--- config.mk ---
export PLATFORM = sky130hd
export DESIGN_NAME = erv_isqrt
export DESIGN_NICKNAME = d
export VERILOG_FILES = /design/src/rtl/core/euler_rotate_vertex_normal_defines.svh /design/src/rtl/core/erv_pkg.sv /design/src/rtl/core/erv_isqrt.sv
export SDC_FILE = /design/constraint.sdc
export NUM_CORES = 2
export LEC_CHECK = 0
export BUFFER_PORTS_ARGS = -buffer_cell sky130_fd_sc_hd__buf_2
export CAP_MARGIN = 15
export CELL_PAD_IN_SITES_DETAIL_PLACEMENT = 1
export CELL_PAD_IN_SITES_GLOBAL_PLACEMENT = 1
export CORE_UTILIZATION = 50
export CTS_BUF_LIST = sky130_fd_sc_hd__clkbuf_4
export DETAILED_ROUTE_END_ITERATION = 16
export PLACE_DENSITY_LB_ADDON = 0.1
export SLEW_MARGIN = 5
export SYNTH_ARGS = -nofsm -noshare
export SYNTH_HDL_FRONTEND = slang
export SYNTH_SLANG_ARGS = --single-unit
--- constraint.sdc ---
create_clock -name clk -period 3.3 [get_ports clk]
set_input_delay 0.66 -clock clk [delete_from_list [all_inputs] [get_ports clk]]
set_output_delay 0.66 -clock clk [all_outputs]
set_load 0.02 [all_outputs]
--- src/rtl/core/euler_rotate_vertex_normal_defines.svh ---
// Assertion macros shared by the vertex and normal rotator RTL.
// Define ASSERT_OFF to compile every check away; no other dependencies.
`ifndef EULER_ROTATE_VERTEX_NORMAL_DEFINES_SVH
`define EULER_ROTATE_VERTEX_NORMAL_DEFINES_SVH
`ifndef ASSERT_OFF
`define ERV_ASSERT(lbl, clk, rst, prop, msg) \
  lbl: assert property (@(posedge clk) disable iff (rst) prop) else $error(msg);
`define ERV_ASSERT_ALWAYS(lbl, clk, prop, msg) \
  lbl: assert property (@(posedge clk) prop) else $error(msg);
`else
`define ERV_ASSERT(lbl, clk, rst, prop, msg)
`define ERV_ASSERT_ALWAYS(lbl, clk, prop, msg)
`endif
`endif

--- src/rtl/core/erv_pkg.sv ---
// Shared constants, register codes and types of the vertex and normal rotator.
// No dependencies.
`timescale 1ns / 1ps
package erv_pkg;
  localparam int COORD_WIDTH_DEF    = 32;
  localparam int COEF_FRAC_BITS_DEF = 14;
  localparam int COEF_WIDTH         = 16;
  localparam int CFG_IDX_WIDTH      = 3;
  localparam int MAG_WIDTH          = 30;
  localparam int NORM_TOP           = MAG_WIDTH - 1;
  localparam int SUMSQ_WIDTH        = 2 * MAG_WIDTH + 2;
  localparam int ROOT_WIDTH         = SUMSQ_WIDTH / 2;
  localparam int UNIT_SHIFT         = 16;
  localparam int QUO_WIDTH          = UNIT_SHIFT + 1;
  localparam int ROT_LATENCY        = 2;
  localparam int PRE_LATENCY        = 6;
  localparam int DIV_LATENCY        = QUO_WIDTH + 2;
  localparam int TOTAL_LATENCY      = 3 * ROT_LATENCY + PRE_LATENCY + ROOT_WIDTH + DIV_LATENCY;

  localparam logic signed [COEF_WIDTH-1:0] COEF_ONE  = 16'sd16384;
  localparam logic signed [COEF_WIDTH-1:0] COEF_ZERO = 16'sd0;

  typedef enum logic [CFG_IDX_WIDTH-1:0] {
    REG_COS_X = 3'd0,
    REG_SIN_X = 3'd1,
    REG_COS_Y = 3'd2,
    REG_SIN_Y = 3'd3,
    REG_COS_Z = 3'd4,
    REG_SIN_Z = 3'd5
  } erv_reg_t;

  typedef struct packed {
    logic norm;
    logic last;
  } erv_tag_t;
endpackage

--- src/rtl/core/erv_isqrt.sv ---
// Pipelined integer square root, one result bit per stage.
// Depends on erv_pkg.
`timescale 1ns / 1ps
module erv_isqrt #(
  parameter int SIDE_WIDTH = 1
) (
  input  logic                              clk,
  input  logic                              rst,
  input  logic                              in_valid,
  input  logic [erv_pkg::SUMSQ_WIDTH-1:0]   radicand,
  input  logic [SIDE_WIDTH-1:0]             in_side,
  output logic                              out_valid,
  output logic [erv_pkg::ROOT_WIDTH-1:0]    root,
  output logic [SIDE_WIDTH-1:0]             out_side
);
  import erv_pkg::*;

  localparam int REM_W = ROOT_WIDTH + 3;

  logic [ROOT_WIDTH-1:0]  valid_q;
  logic [REM_W-1:0]       rem_q   [ROOT_WIDTH];
  logic [ROOT_WIDTH-1:0]  root_q  [ROOT_WIDTH];
  logic [SUMSQ_WIDTH-1:0] rad_q   [ROOT_WIDTH];
  logic [SIDE_WIDTH-1:0]  side_q  [ROOT_WIDTH];
  logic [REM_W-1:0]       rem_nx  [ROOT_WIDTH];
  logic [ROOT_WIDTH-1:0]  root_nx [ROOT_WIDTH];
  logic [SUMSQ_WIDTH-1:0] rad_nx  [ROOT_WIDTH];
  logic [REM_W-1:0]       rem_in, rem_sh, trial;
  logic [ROOT_WIDTH-1:0]  root_in;
  logic [SUMSQ_WIDTH-1:0] rad_in;
  logic                   ge;

  always_comb begin
    rem_in  = '0;
    root_in = '0;
    rad_in  = radicand;
    rem_sh  = '0;
    trial   = '0;
    ge      = 1'b0;
    for (int k = 0; k < ROOT_WIDTH; k++) begin
      if (k == 0) begin
        rem_in  = '0;
        root_in = '0;
        rad_in  = radicand;
      end else begin
        rem_in  = rem_q[k-1];
        root_in = root_q[k-1];
        rad_in  = rad_q[k-1];
      end
      rem_sh     = {rem_in[REM_W-3:0], rad_in[SUMSQ_WIDTH-1 -: 2]};
      trial      = REM_W'({root_in, 2'b01});
      ge         = rem_sh >= trial;
      rem_nx[k]  = ge ? (rem_sh - trial) : rem_sh;
      root_nx[k] = {root_in[ROOT_WIDTH-2:0], ge};
      rad_nx[k]  = rad_in << 2;
    end
  end

  always_ff @(posedge clk) begin
    if (rst) begin
      valid_q <= '0;
    end else begin
      valid_q <= {valid_q[ROOT_WIDTH-2:0], in_valid};
    end
    side_q[0] <= in_side;
    for (int k = 1; k < ROOT_WIDTH; k++) begin
      side_q[k] <= side_q[k-1];
    end
    for (int k = 0; k < ROOT_WIDTH; k++) begin
      rem_q[k]  <= rem_nx[k];
      root_q[k] <= root_nx[k];
      rad_q[k]  <= rad_nx[k];
    end
  end

  assign out_valid = valid_q[ROOT_WIDTH-1];
  assign root      = root_q[ROOT_WIDTH-1];
  assign out_side  = side_q[ROOT_WIDTH-1];
endmodule

Word level (Yosys, flattened, before mapping) --
Memories as Yosys holds them, arrays and structs flattened. Index checks and enable logic that the tools add are counted. W data, S select, Z words.
Word-level totals: bits in registers 31, memory bits (writable) 3906, output and inout port bits 33, logic and storage cells 98, memories kept 4
Memory list:
- rad_q | depth 31, bits a word 60, read ports 30, clocked after Yosys merged registers in 0, wr ports 31, line erv_isqrt.sv:23 | logic [SUMSQ_WIDTH-1:0] rad_q [ROOT_WIDTH];
- rem_q | depth 31, bits a word 34, read ports 30, clocked after Yosys merged registers in 0, wr ports 31, line erv_isqrt.sv:21 | logic [REM_W-1:0] rem_q [ROOT_WIDTH];
- root_q | depth 31, bits a word 31, read ports 31, clocked after Yosys merged registers in 0, wr ports 31, line erv_isqrt.sv:22 | logic [ROOT_WIDTH-1:0] root_q [ROOT_WIDTH];
- side_q | depth 31, bits a word 1, read ports 31, clocked after Yosys merged registers in 0, wr ports 31, line erv_isqrt.sv:24 | logic [SIDE_WIDTH-1:0] side_q [ROOT_WIDTH];
Cells by class: $add $sub $neg 31, order comparisons 31, mux-type cells 31
Operators with widths (number):
- $mux W34 | 31
- $ge A34 B33 Y1 | 30
- $sub A34 B33 Y34 | 30
- $sub A2 B1 Y3 const B | 1
- $ge A2 B1 Y1 const B | 1

Depth between registers and ports, before layout --
An unclocked memory read counts as a cell.
depth after elaboration 3, gate-level depth with buffers 15, mapped depth without buffers 13

Worst setup path before layout --
No wires, ideal clock.
kind flip-flop to flip-flop, from memory root_q[1][93] (netlist bit), to memory rem_q[1][153] (netlist bit), library setup time 121 ps, arrival 2931 ps, path slack 248 ps, cell stages (with the launch flop) 13, path buffers 2, period minus slack after synthesis 3052 ps, cell sequence dfxtp_1 > inv_1 > ha_1 > nor2b_1 > o31a_1 > or4_1 > a311oi_2 > o21ai_0 > o211ai_1 > nand2_1 > buf_2 > buf_2 > mux2_2
RTL lines (line):
- from (decl) | erv_isqrt.sv:22
- to (decl) | erv_isqrt.sv:21

==> summary.txt <==
Routing
  • DRT antenna net count: 0
  • Routed wire length: around 220 mm
  • DRC: 0
  • Drt pass-1 iters: 5
  • Avg WL per Cell: ~18 um
  • Vias: 62.7k
  • Vias/cell: about 5.2
  • DRT iter0 DRCs: roughly 2.6k

Setup path
  • Worst path cell trace: inv_1 > ha_1 > nor2b_4 > o31a_1 > o21a_1 > a211oi_2 > buf_4 > a211o_4 > or3_1 > o211ai_1 > nor3_4 > buf_4 > a2111oi_4 > xor2_1
  • Crit-path max cell delay: about 0.39 ns
  • Slowest CP cell: dfxtp_1
  • Reg2reg end: rem_q[1][439]
  • Setup crit end kind: flop
  • R2R cell count: 14
  • CP required: roughly 4.6 ns
  • WP data arrival: 4.51 ns
  • Startpoint Class: flop
  • Flop2flop setup slack: just under 0.06 ns
  • R2R Path Start: rad_q[1][719]
  • Worst-path fanout max: 4
  • WS Path Type: reg -> reg
  • Crit path top cell by count: buf_4

STA
  • Worst slew pin tran: approximately 0.92 ns
  • Final hold vios: 0
  • Tmin final: 3.24 ns
  • Worst relative slew slack: 0.382
  • Final TNS setup: 0 ns
  • Layout Skew: ~0.10 ns
  • Max frequency: roughly 310 MHz
  • Final Setup Violations: 0
  • Setup WS post-layout: approximately 0.06 ns
  • Final hold slack: approximately 0.28 ns
  • Crit share post-route: 0.982
  • Final Max Tran Viols: 0

Synth
  • Syn. warnings: 0
  • Post-synthesis mux area share: 0.00993
  • Mapped Cells: about 8.4k
  • Mapped Nets: roughly 9k
  • Synth top area cells: dfxtp_1 (56%), ha_1 (7.6%), xnor2_1 (3.8%), xor2_1 (3.8%), a21oi_1 (3.0%)
  • Complex-gate fraction of the synthesized area: 0.118
  • Post-synthesis area per instance: between 10 and 15 um2
  • Register area share after synthesis: 0.556
  • Synthesized-area fraction occupied by and/or/nand/nor cells: 0.127
  • Largest family of logic cells by synthesized area: simple AND/OR/NAND/NOR gates
  • EDFF count, synth: 0
  • Synth Register Bits: between 2k and 2.5k
  • Mapped Area: slightly below 0.09 mm2
  • Top FF cell, synth: dfxtp_1
  • Ys async rst share: 0
  • Post-Synth XOR/XNOR Area: 0.0768
  • Post-synthesis cell type count: roughly 100
  • Adder-cell share of the synthesized area: 0.0764
  • Synth top area share: 0.556
  • Post-synth top area cell: dfxtp_1

Finish
  • Share of cells above drive strength 1: 0.163
  • Fin area: between 0.1 and 0.15 mm2
  • Non-Filler Instances: approximately 12k
  • Fin nets: roughly 10k
  • Fillers: 18.9k
  • Multi-input gate area: about 0.036 mm2
  • Register area: between 0.04 and 0.05 mm2
  • Most common cell after layout, fill and taps aside: dfxtp_1
  • Area growth, synth to finish: 17.3%
  • Commonest cells after routing, fill and taps aside: dfxtp_1 (2393), clkbuf_4 (855), inv_1 (651)
  • Final core utilization: 0.590

Clocking
  • CTS sink count: approximately 2.4k
  • Clk pin slew, worst setup/hold paths: approximately 0.080 ns
  • CTS root buf: clkbuf_4
  • TritonCTS clock tree: yes
  • Clk buf depth: 4
  • H-Tree Depth: 6
  • Worst skew pair latency: between 1 and 1.5 ns
  • TritonCTS Buffers: between 600 and 700

Global routing
  • Total GRT Usage: 0.252
  • Initial antenna violation count: 8
  • First-pass GRT wire length: about 350 mm
  • Grt total ovfl: 0
  • Largest net degree at the start of global routing: 50
  • Vias in the first global route: approximately 67k

Flow run
  • Max-Cap Viols: 0

Floorplan
  • Die H: 418 um
  • Area of the core: 0.172 mm2
  • Die width: about 420 um
  • Rows: 152
  • Initial Util: 0.503
  • # IOs: between 90 and 100
  • Die ar.: ~0.17 mm2

Hold path
  • Hold wc startpoint: rad_q[0][463]
  • Hold Path Stages: 0
  • Hold EP: rad_q[0][525]
  • Worst min path class: reg -> reg

Placement
  • Routability congestion estimate: approximately 0.9
  • Inst Count DP: about 11k
  • Placement Setup Slack: -0.115 ns
  • PortBufs: 98
  • DP Area: ~0.091 mm2
  • DP HPWL: about 160 mm

Pwr
  • Worst VDD drop: slightly above 0.6 mV
  • P per Cell Area: between 700 and 800 mW/mm2
  • Power, Total: roughly 77 mW
  • Static Leak: just under 50 nW

Run status
  • Run status: completed
[cells in the mapped netlist, types with 11 or more instances]
master        n
a21o_1      209
o31ai_1      57
buf_2        24
nand3_1     136
nor3_1      205
o21ai_0     462
nand2b_1    111
nor2b_1      97
or2_2        43
clkbuf_1    102
nor2_1      483
a31oi_1      44
o211ai_1     27
a2111oi_0    14
o21ai_1      11
and2_1       26
o21bai_1     50
buf_1        11
inv_1       652
xnor2_1     379
a211oi_1     29
xor2_1      379
and4_1       16
o41ai_1      11
nand2_1     640
nand4b_1     16
mux2_2       66
nand4_1      78
nand3b_1     20
o31a_1       11
nor4_1      119
ha_1        528
a21boi_0     24
nor4b_1      11
and3_1       45
or4_1        42
o21a_1       76
or3_1        82
a21oi_1     516
dfxtp_1    2401
[flip-flops by register name (all words and copies together), names as in the netlist]
register  count
root_q      496
rad_q       930
rem_q       913
side_q       31
valid_q      31
[cell families after synthesis]
kind of cell | count (synthesis)
flops | 2401
buf+inv | 800
mux | 77
simple gates | 2216
other cells | 1
compound gates | 1657
xor+xnor | 758
fa+ha+maj | 528
[metal layers]
| layer | wire length [um] | vias up | global-route usage |
|---|---|---|---|
| li1 | - | 31100 | - |
| met2 | 109000 | 1082 | 0.432 |
| met1 | 101000 | 30100 | 0.316 |
| met5 | 0 | - | 0 |
| met4 | 5900 | 0 | 0.0887 |
| met3 | 7460 | 412 | 0.0438 |
[critical path: cells and delay by family (launching register included)]
| kind | cells | cell delay (ns) |
|---|---|---|
| compound gates | 6 | 1.35 |
| buf+inv | 3 | 0.43 |
| flops | 1 | 0.39 |
| simple gates | 3 | 0.60 |
| xor+xnor | 1 | 0.16 |
| fa+ha+maj | 1 | 0.25 |
[area by class of cell]
class / count / area share
diodes: 10 / 0.000247
clock buffers: 855 / 0.0633
clock inverters: 169 / 0.0108
inverters: 655 / 0.0243
multi-input cells: 5237 / 0.358
flip-flops and latches: 2401 / 0.474
well taps: 2310 / 0.0285
repair buffers: 515 / 0.0409
[where the power goes]
group	internal [mW]	switching (mW)	total, mW	leakage (nW)
clock network	13.2	11.9	25.0	4.48
logic	6.36	7.77	14.1	23.7
registers	33.7	3.79	37.5	20.1
total	53.3	23.4	76.7	48.3
[timing repair]
action                                  4_1_cts  5_1_grt
hold buffers                                131        0
endpoints found under the setup margin       41      328
resized for setup                            16      183
cloned                                        1        1
setup buffers                                 4       24
hold endpoints to repair                     95        0
pin swaps                                     9       39
[how the worst max path moves through the flow]
| stage | start | end | slack (ns) |
|---|---|---|---|
| after global placement | root_q[0][222] | rem_q[0][297] | -0.1 |
| after floorplan | root_q[1][93] | rem_q[1][153] | 0.25 |
| after global routing | rad_q[1][719] | rem_q[1][439] | -0.04 |
| after detailed placement | root_q[0][344] | rem_q[0][438] | -0.11 |
| after CTS | root_q[1][341] | rem_q[1][439] | -0.03 |
| final | rad_q[1][719] | rem_q[1][439] | 0.06 |
(Power assumes the default switching activity.)
